### src/rtl/ped_pkg.sv
// ----------------------------------------------------------------------------
// ped_pkg
// Shared types, constants and helpers for the percent escape decoder.
// ----------------------------------------------------------------------------
package ped_pkg;

  localparam logic [7:0] PCT_CHAR  = 8'h25;
  localparam logic [7:0] CH_0      = 8'h30;
  localparam logic [7:0] CH_9      = 8'h39;
  localparam logic [7:0] CH_UA     = 8'h41;
  localparam logic [7:0] CH_UF     = 8'h46;
  localparam logic [7:0] CH_LA     = 8'h61;
  localparam logic [7:0] CH_LF     = 8'h66;
  localparam logic [3:0] HEX_TEN   = 4'd10;

  localparam int unsigned BUF_DEPTH = 4;
  localparam int unsigned GEN_MAX   = 3;

  typedef enum logic [2:0] {
    PH_IDLE  = 3'b001,
    PH_PCT   = 3'b010,
    PH_DIGIT = 3'b100
  } phase_t;

  typedef struct packed {
    logic [7:0] data;
    logic       run_last;
    logic       string_end;
  } slot_t;

  function automatic logic is_hex(input logic [7:0] c);
    return ((c >= CH_0) && (c <= CH_9)) ||
           ((c >= CH_UA) && (c <= CH_UF)) ||
           ((c >= CH_LA) && (c <= CH_LF));
  endfunction

  function automatic logic [3:0] hex_val(input logic [7:0] c);
    logic [7:0] d;
    d = 8'd0;
    if ((c >= CH_0) && (c <= CH_9)) begin
      d = c - CH_0;
    end else if ((c >= CH_UA) && (c <= CH_UF)) begin
      d = c - CH_UA + {4'd0, HEX_TEN};
    end else if ((c >= CH_LA) && (c <= CH_LF)) begin
      d = c - CH_LA + {4'd0, HEX_TEN};
    end
    return d[3:0];
  endfunction

endpackage

### src/rtl/percent_escape_decoder.sv
// ----------------------------------------------------------------------------
// percent_escape_decoder
// Percent decoder: '%' plus two hex digits becomes one byte, failed escapes
// pass through as literals, held bytes flush at string end.
// ----------------------------------------------------------------------------
// channel | signals                      | direction
// in      | in_valid in_stall            | request in: in_byte, final_byte
// out     | out_valid out_stall          | request out: out_byte, run_last,
//         |                              |   string_end
//
// One request is taken per cycle while the result buffer holds at most one
// byte; each request yields zero to three bytes in the same cycle.
// Results leave one byte per cycle while out_stall is low, from a four-entry
// shift buffer, so requests yielding two or three bytes raise in_stall until it drains.
// in_stall comes from registers only; it does not follow out_stall
// combinationally.
// Synchronous active-high reset empties the buffer and clears escape state.
// ----------------------------------------------------------------------------
module percent_escape_decoder (
  input  logic       clk,
  input  logic       rst,
  input  logic       in_valid,
  output logic       in_stall,
  input  logic [7:0] in_byte,
  input  logic       final_byte,
  output logic       out_valid,
  input  logic       out_stall,
  output logic [7:0] out_byte,
  output logic       run_last,
  output logic       string_end
);
  import ped_pkg::*;

  phase_t      phase, phase_next;
  logic [7:0]  held_digit, held_digit_next;
  slot_t       slots      [BUF_DEPTH];
  slot_t       slots_next [BUF_DEPTH];
  logic [2:0]  cnt, cnt_next;

  logic [7:0]  gen_byte [GEN_MAX];
  logic [1:0]  gen_cnt;
  logic        push, pop, in_hex;
  logic [2:0]  base;

  assign in_stall  = (cnt > 3'd1);
  assign push      = in_valid && !in_stall;
  assign out_valid = (cnt != 3'd0);
  assign pop       = out_valid && !out_stall;
  assign out_byte   = slots[0].data;
  assign run_last   = slots[0].run_last;
  assign string_end = slots[0].string_end;
  assign in_hex    = is_hex(in_byte);
  assign base      = cnt - {2'd0, pop};

  always_comb begin
    gen_cnt         = 2'd0;
    gen_byte[0]     = 8'd0;
    gen_byte[1]     = 8'd0;
    gen_byte[2]     = 8'd0;
    phase_next      = phase;
    held_digit_next = held_digit;
    case (phase)
      PH_PCT: begin
        if (in_hex) begin
          held_digit_next = in_byte;
          phase_next      = PH_DIGIT;
        end else begin
          gen_byte[gen_cnt] = PCT_CHAR;
          gen_cnt           = gen_cnt + 2'd1;
          if (in_byte == PCT_CHAR) begin
            phase_next = PH_PCT;
          end else begin
            gen_byte[gen_cnt] = in_byte;
            gen_cnt           = gen_cnt + 2'd1;
            phase_next        = PH_IDLE;
          end
        end
      end
      PH_DIGIT: begin
        if (in_hex) begin
          gen_byte[gen_cnt] = {hex_val(held_digit), hex_val(in_byte)};
          gen_cnt           = gen_cnt + 2'd1;
          phase_next        = PH_IDLE;
        end else begin
          gen_byte[gen_cnt] = PCT_CHAR;
          gen_cnt           = gen_cnt + 2'd1;
          gen_byte[gen_cnt] = held_digit;
          gen_cnt           = gen_cnt + 2'd1;
          if (in_byte == PCT_CHAR) begin
            phase_next = PH_PCT;
          end else begin
            gen_byte[gen_cnt] = in_byte;
            gen_cnt           = gen_cnt + 2'd1;
            phase_next        = PH_IDLE;
          end
        end
      end
      default: begin
        if (in_byte == PCT_CHAR) begin
          phase_next = PH_PCT;
        end else begin
          gen_byte[gen_cnt] = in_byte;
          gen_cnt           = gen_cnt + 2'd1;
          phase_next        = PH_IDLE;
        end
      end
    endcase

    // flush held bytes at string end
    if (final_byte) begin
      if (phase_next == PH_PCT) begin
        gen_byte[gen_cnt] = PCT_CHAR;
        gen_cnt           = gen_cnt + 2'd1;
      end else if (phase_next == PH_DIGIT) begin
        gen_byte[gen_cnt] = PCT_CHAR;
        gen_cnt           = gen_cnt + 2'd1;
        gen_byte[gen_cnt] = held_digit_next;
        gen_cnt           = gen_cnt + 2'd1;
      end
      phase_next      = PH_IDLE;
      held_digit_next = 8'd0;
    end
  end

  always_comb begin
    for (int i = 0; i < BUF_DEPTH; i++) begin
      if (pop && (i < BUF_DEPTH - 1)) begin
        slots_next[i] = slots[i + 1];
      end else begin
        slots_next[i] = slots[i];
      end
      for (int k = 0; k < GEN_MAX; k++) begin
        if (push && (2'(k) < gen_cnt) && (3'(i) == base + 3'(k))) begin
          slots_next[i].data       = gen_byte[k];
          slots_next[i].run_last   = (2'(k) == gen_cnt - 2'd1);
          slots_next[i].string_end = (2'(k) == gen_cnt - 2'd1) && final_byte;
        end
      end
    end
    cnt_next = base + (push ? {1'b0, gen_cnt} : 3'd0);
  end

  always_ff @(posedge clk) begin
    if (rst) begin
      cnt        <= 3'd0;
      phase      <= PH_IDLE;
      held_digit <= 8'd0;
    end else begin
      cnt <= cnt_next;
      if (push) begin
        phase      <= phase_next;
        held_digit <= held_digit_next;
      end
    end
  end

  always_ff @(posedge clk) begin
    for (int i = 0; i < BUF_DEPTH; i++) begin
      slots[i] <= slots_next[i];
    end
  end

endmodule

### config.mk
export PLATFORM = sky130hd
export DESIGN_NAME = percent_escape_decoder
export DESIGN_NICKNAME = d
export VERILOG_FILES = /design/src/rtl/ped_pkg.sv /design/src/rtl/percent_escape_decoder.sv
export SDC_FILE = /design/constraint.sdc
export NUM_CORES = 1
export LEC_CHECK = 0
export BUFFER_PORTS_ARGS = -buffer_cell sky130_fd_sc_hd__clkbuf_2
export CORE_UTILIZATION = 55
export DETAILED_ROUTE_END_ITERATION = 8
export PLACE_DENSITY = 0.73
export SLEW_MARGIN = 0
export SYNTH_ARGS = -nofsm -noshare
export SYNTH_HDL_FRONTEND = slang
export SYNTH_SLANG_ARGS = --single-unit
### constraint.sdc
create_clock -name clk -period 5.06 [get_ports clk]
set_input_delay 0.506 -clock clk [delete_from_list [all_inputs] [get_ports clk]]
set_output_delay 0.506 -clock clk [all_outputs]
set_load 0.005 [all_outputs]
==> metrics.md <==
| Metric | Value |
|---|---|
| Hold Fails Final Rpt | `0` |
| Area leader, netlist | `edfxtp_1` |
| Clk buf depth | `2` |
| Max VDD drop | `0.000175 V` |
| Yosys reg bits | `54` |
| Max incr delay on CP | `520 ps` |
| Die Width | `90.2 µm` |
| Post-Syn Area per Cell | `9.07 µm²` |
| Hpwl dp | `9650 µm` |
| Cells on worst reg2reg path | `11` |
| Max-slew violation count | `0` |
| Worst Setup Start Kind | `input port` |
| Total CTS buffers | `5` |
| Largest net degree at the start of global routing | `23` |
| Clock-pin slew on the worst setup and hold paths | `110 ps` |
| Most used DFF post-synth | `edfxtp_1` |
| Synth unique cells | `82` |
| Crit path from | `in_byte[0]` |
| Setup TNS | `0 ps` |
| Fin crit period | `4320 ps` |
| Most frequent cells in the layout | `a21oi_1 (42), nor2_1 (41), nand2_1 (41)` |
| Initial antenna violation count | `0` |
| Via density | `6.82` |
| Routed Antenna Nets | `0` |
| Clk_skew | `7.32 ps` |
| Maximum level of the CTS H-tree | `2` |
| Drt initial violations | `437` |
| DRC | `0` |
| First-pass GRT wire length | `20600 µm` |
| Port Buffer Count | `24` |
| Final setup vio count | `0` |
| Crit. End Element | `flop` |
| Area contributors post-synth | `edfxtp_1 (28%), dfxtp_1 (6.5%), a21oi_1 (4.9%)` |
| Cell area after synthesis | `4280 µm²` |
| Vias | `3975` |
| Diode count | `0` |
| Crit path to | `slots[0][2]$_DFFE_PP_` |
| Core box area | `7370 µm²` |
| Clock Latency Late Sink | `310 ps` |
| Hold crit path type | `reg2reg` |
| CP max-delay cell | `or3_1` |
| Status | `finished, final reports clean` |
| Commonest non-fill, non-tap cell in the layout | `a21oi_1` |
| Initial Utilization | `0.581` |
| Leakage power | `0.00166 µW` |
| Final Wtd Congestion | `0.990` |
| Final Core Density | `0.610` |
| Required time of the worst setup path | `5080 ps` |
| Share of cells above drive strength 1 | `0.147` |
| Vias in the first global route | `3759` |
| CTS Root Cell | `clkbuf_8` |
| Clock Sinks | `54` |
| Fmax | `0.231 GHz` |
| Worst Tran Pin Value | `969 ps` |
| Layout Nets | `513` |
| Critical-path cell list | `clkbuf_2, inv_1, ha_1, o21bai_1, o21ai_1, a31oi_1, nand2_1, nand2_1, ha_1, nand2b_1, o21ai_0, a21o_1, or2_1, nand2_1, or3_1` |
| Max-cap check violation count | `0` |
| Wire length per cell | `22.4 µm` |
| Final wirelength | `13100 µm` |
| DR pass1 iterations | `5` |
| RR Endpoint | `slots[0][2]$_DFFE_PP_` |
| Synth-to-layout area growth | `4.91%` |
| Max-slew headroom | `0.349` |
| Synthesis Warnings | `0` |
| Cts repair resizes | `0` |
| CP arrival | `4340 ps` |
| WS Path Type | `in2reg` |
| Seq/Total Area, Yosys | `0.346` |
| CTS Hold Bufs | `0` |
| Std-Cell Rows | `31` |
| Post-CTS setup buffers | `0` |
| Worst R2R Start | `phase[1]$_SDFFE_PP0P_` |
| Placed instance count | `575` |
| Fraction of registers with async set or reset after synthesis | `0` |
| TritonCTS clock tree | `built` |
| Post-Layout Cell Count | `583` |
| R2r setup slk | `930 ps` |
| Max FO, Critical Path | `10` |
| Mapped Nets | `502` |
| Die height | `90.2 µm` |
| Grt ovf | `0` |
| Post-synth EDFFs | `40` |
| Boundary Pins | `25` |
| P per Cell Area | `371 nW/µm²` |
| Post-synth top area share | `0.281` |
| Synth Instances | `472` |
| DIE AREA | `8140 µm²` |
| CP dominant cell by count | `nand2_1` |
| Final period util | `0.854` |
| Unrepaired setup endpoints after global routing | `no` |
| Overall Global Routing Usage | `0.332` |
[final cells by class]
type	instances	area, µm²
Multi-Input combinational cell	374	2540
Clock inverter	3	28.8
Timing Repair Buffer	33	188
Fill cell	689	2880
Tap cell	99	124
Inverter	15	56.3
Clock buffer	5	68.8
Sequential cell	54	1480
[metrics by stage]
stage	hold WS, ps	worst slack [ps]	total power (µW)	area [µm²]
CTS	537	824	1660	4490
global placement	505	682	1400	4390
global route	560	438	1770	4490
floorplan	480	1150	1220	4280
detailed placement	522	511	1400	4390
finish	538	739	1670	4490
[power by group]
part           total [µW]  switching (µW)  internal (µW)
combinational         680             404            277
clock                 261             157            104
sequential            726            40.6            685
total                1670             601           1070
[Yosys cell counts, drive strengths merged (4+ instances only)]
library cell and count:
nand3 19, a32o 4, o22ai 6, o31ai 4, o21a 7, and3 9
o211ai 8, xnor2 8, nor3b 6, edfxtp 40, a32oi 4, mux2i 8
a21oi 44, nor2b 4, buf 21, dfxtp 14, clkbuf 8, a211oi 15
nand2 41, o21ai 28, or3 5, a21boi 5, a221oi 5, a22oi 18
a31o 4, nor2 44, and2 9, o211a 4, ha 16, nor3 5
inv 15
[metal layers]
| layer | GRT usage | vias to the layer above | share of wire |
|---|---|---|---|
| met5 | 0 | - | 0 |
| met4 | 0.160 | 0 | 0.046 |
| met3 | 0.0601 | 59 | 0.10 |
| met2 | 0.495 | 239 | 0.44 |
| met1 | 0.465 | 1858 | 0.41 |
| li1 | - | 1819 | - |
[state kept, by name (all words and copies together), names as in the netlist]
name and flops:
phase 3, slots 40, cnt 3, held_digit 8
[worst max-delay path: cells and delay by family]
family | cells | cell delay (ps)
AOI/OAI and AO/OA | 5 | 1610
buffers and inverters | 2 | 320
and+or+nand+nor | 6 | 1380
adders and majority gates | 2 | 510
[how the worst min path moves through the flow]
stage	startpoint	to	slack, ps	cells past startpoint
final	phase[1]$_SDFFE_PP0P_	phase[1]$_SDFFE_PP0P_	540	2
after global routing	rst	cnt[1]$_SDFF_PP0_	560	2
after CTS	phase[1]$_SDFFE_PP0P_	phase[1]$_SDFFE_PP0P_	540	2
after detailed placement	phase[1]$_SDFFE_PP0P_	phase[1]$_SDFFE_PP0P_	520	2
after global placement	phase[1]$_SDFFE_PP0P_	phase[1]$_SDFFE_PP0P_	510	2
after floorplan	phase[1]$_SDFFE_PP0P_	phase[1]$_SDFFE_PP0P_	480	2
[cell families (layout without fill, tap and decap cells)]
logic type | after synthesis | in the layout | synth area share
AO/OA/AOI/OAI | 175 | 175 | 0.288
AND/OR/NAND/NOR | 164 | 164 | 0.215
flip-flops | 54 | 54 | 0.346
buffers and inverters | 44 | 56 | 0.0596
adder cells (fa/ha/maj) | 17 | 17 | 0.0514
multiplexers | 10 | 10 | 0.0240
XOR/XNOR | 8 | 8 | 0.0164
Note: power is estimated with default switching activity, not from simulation.
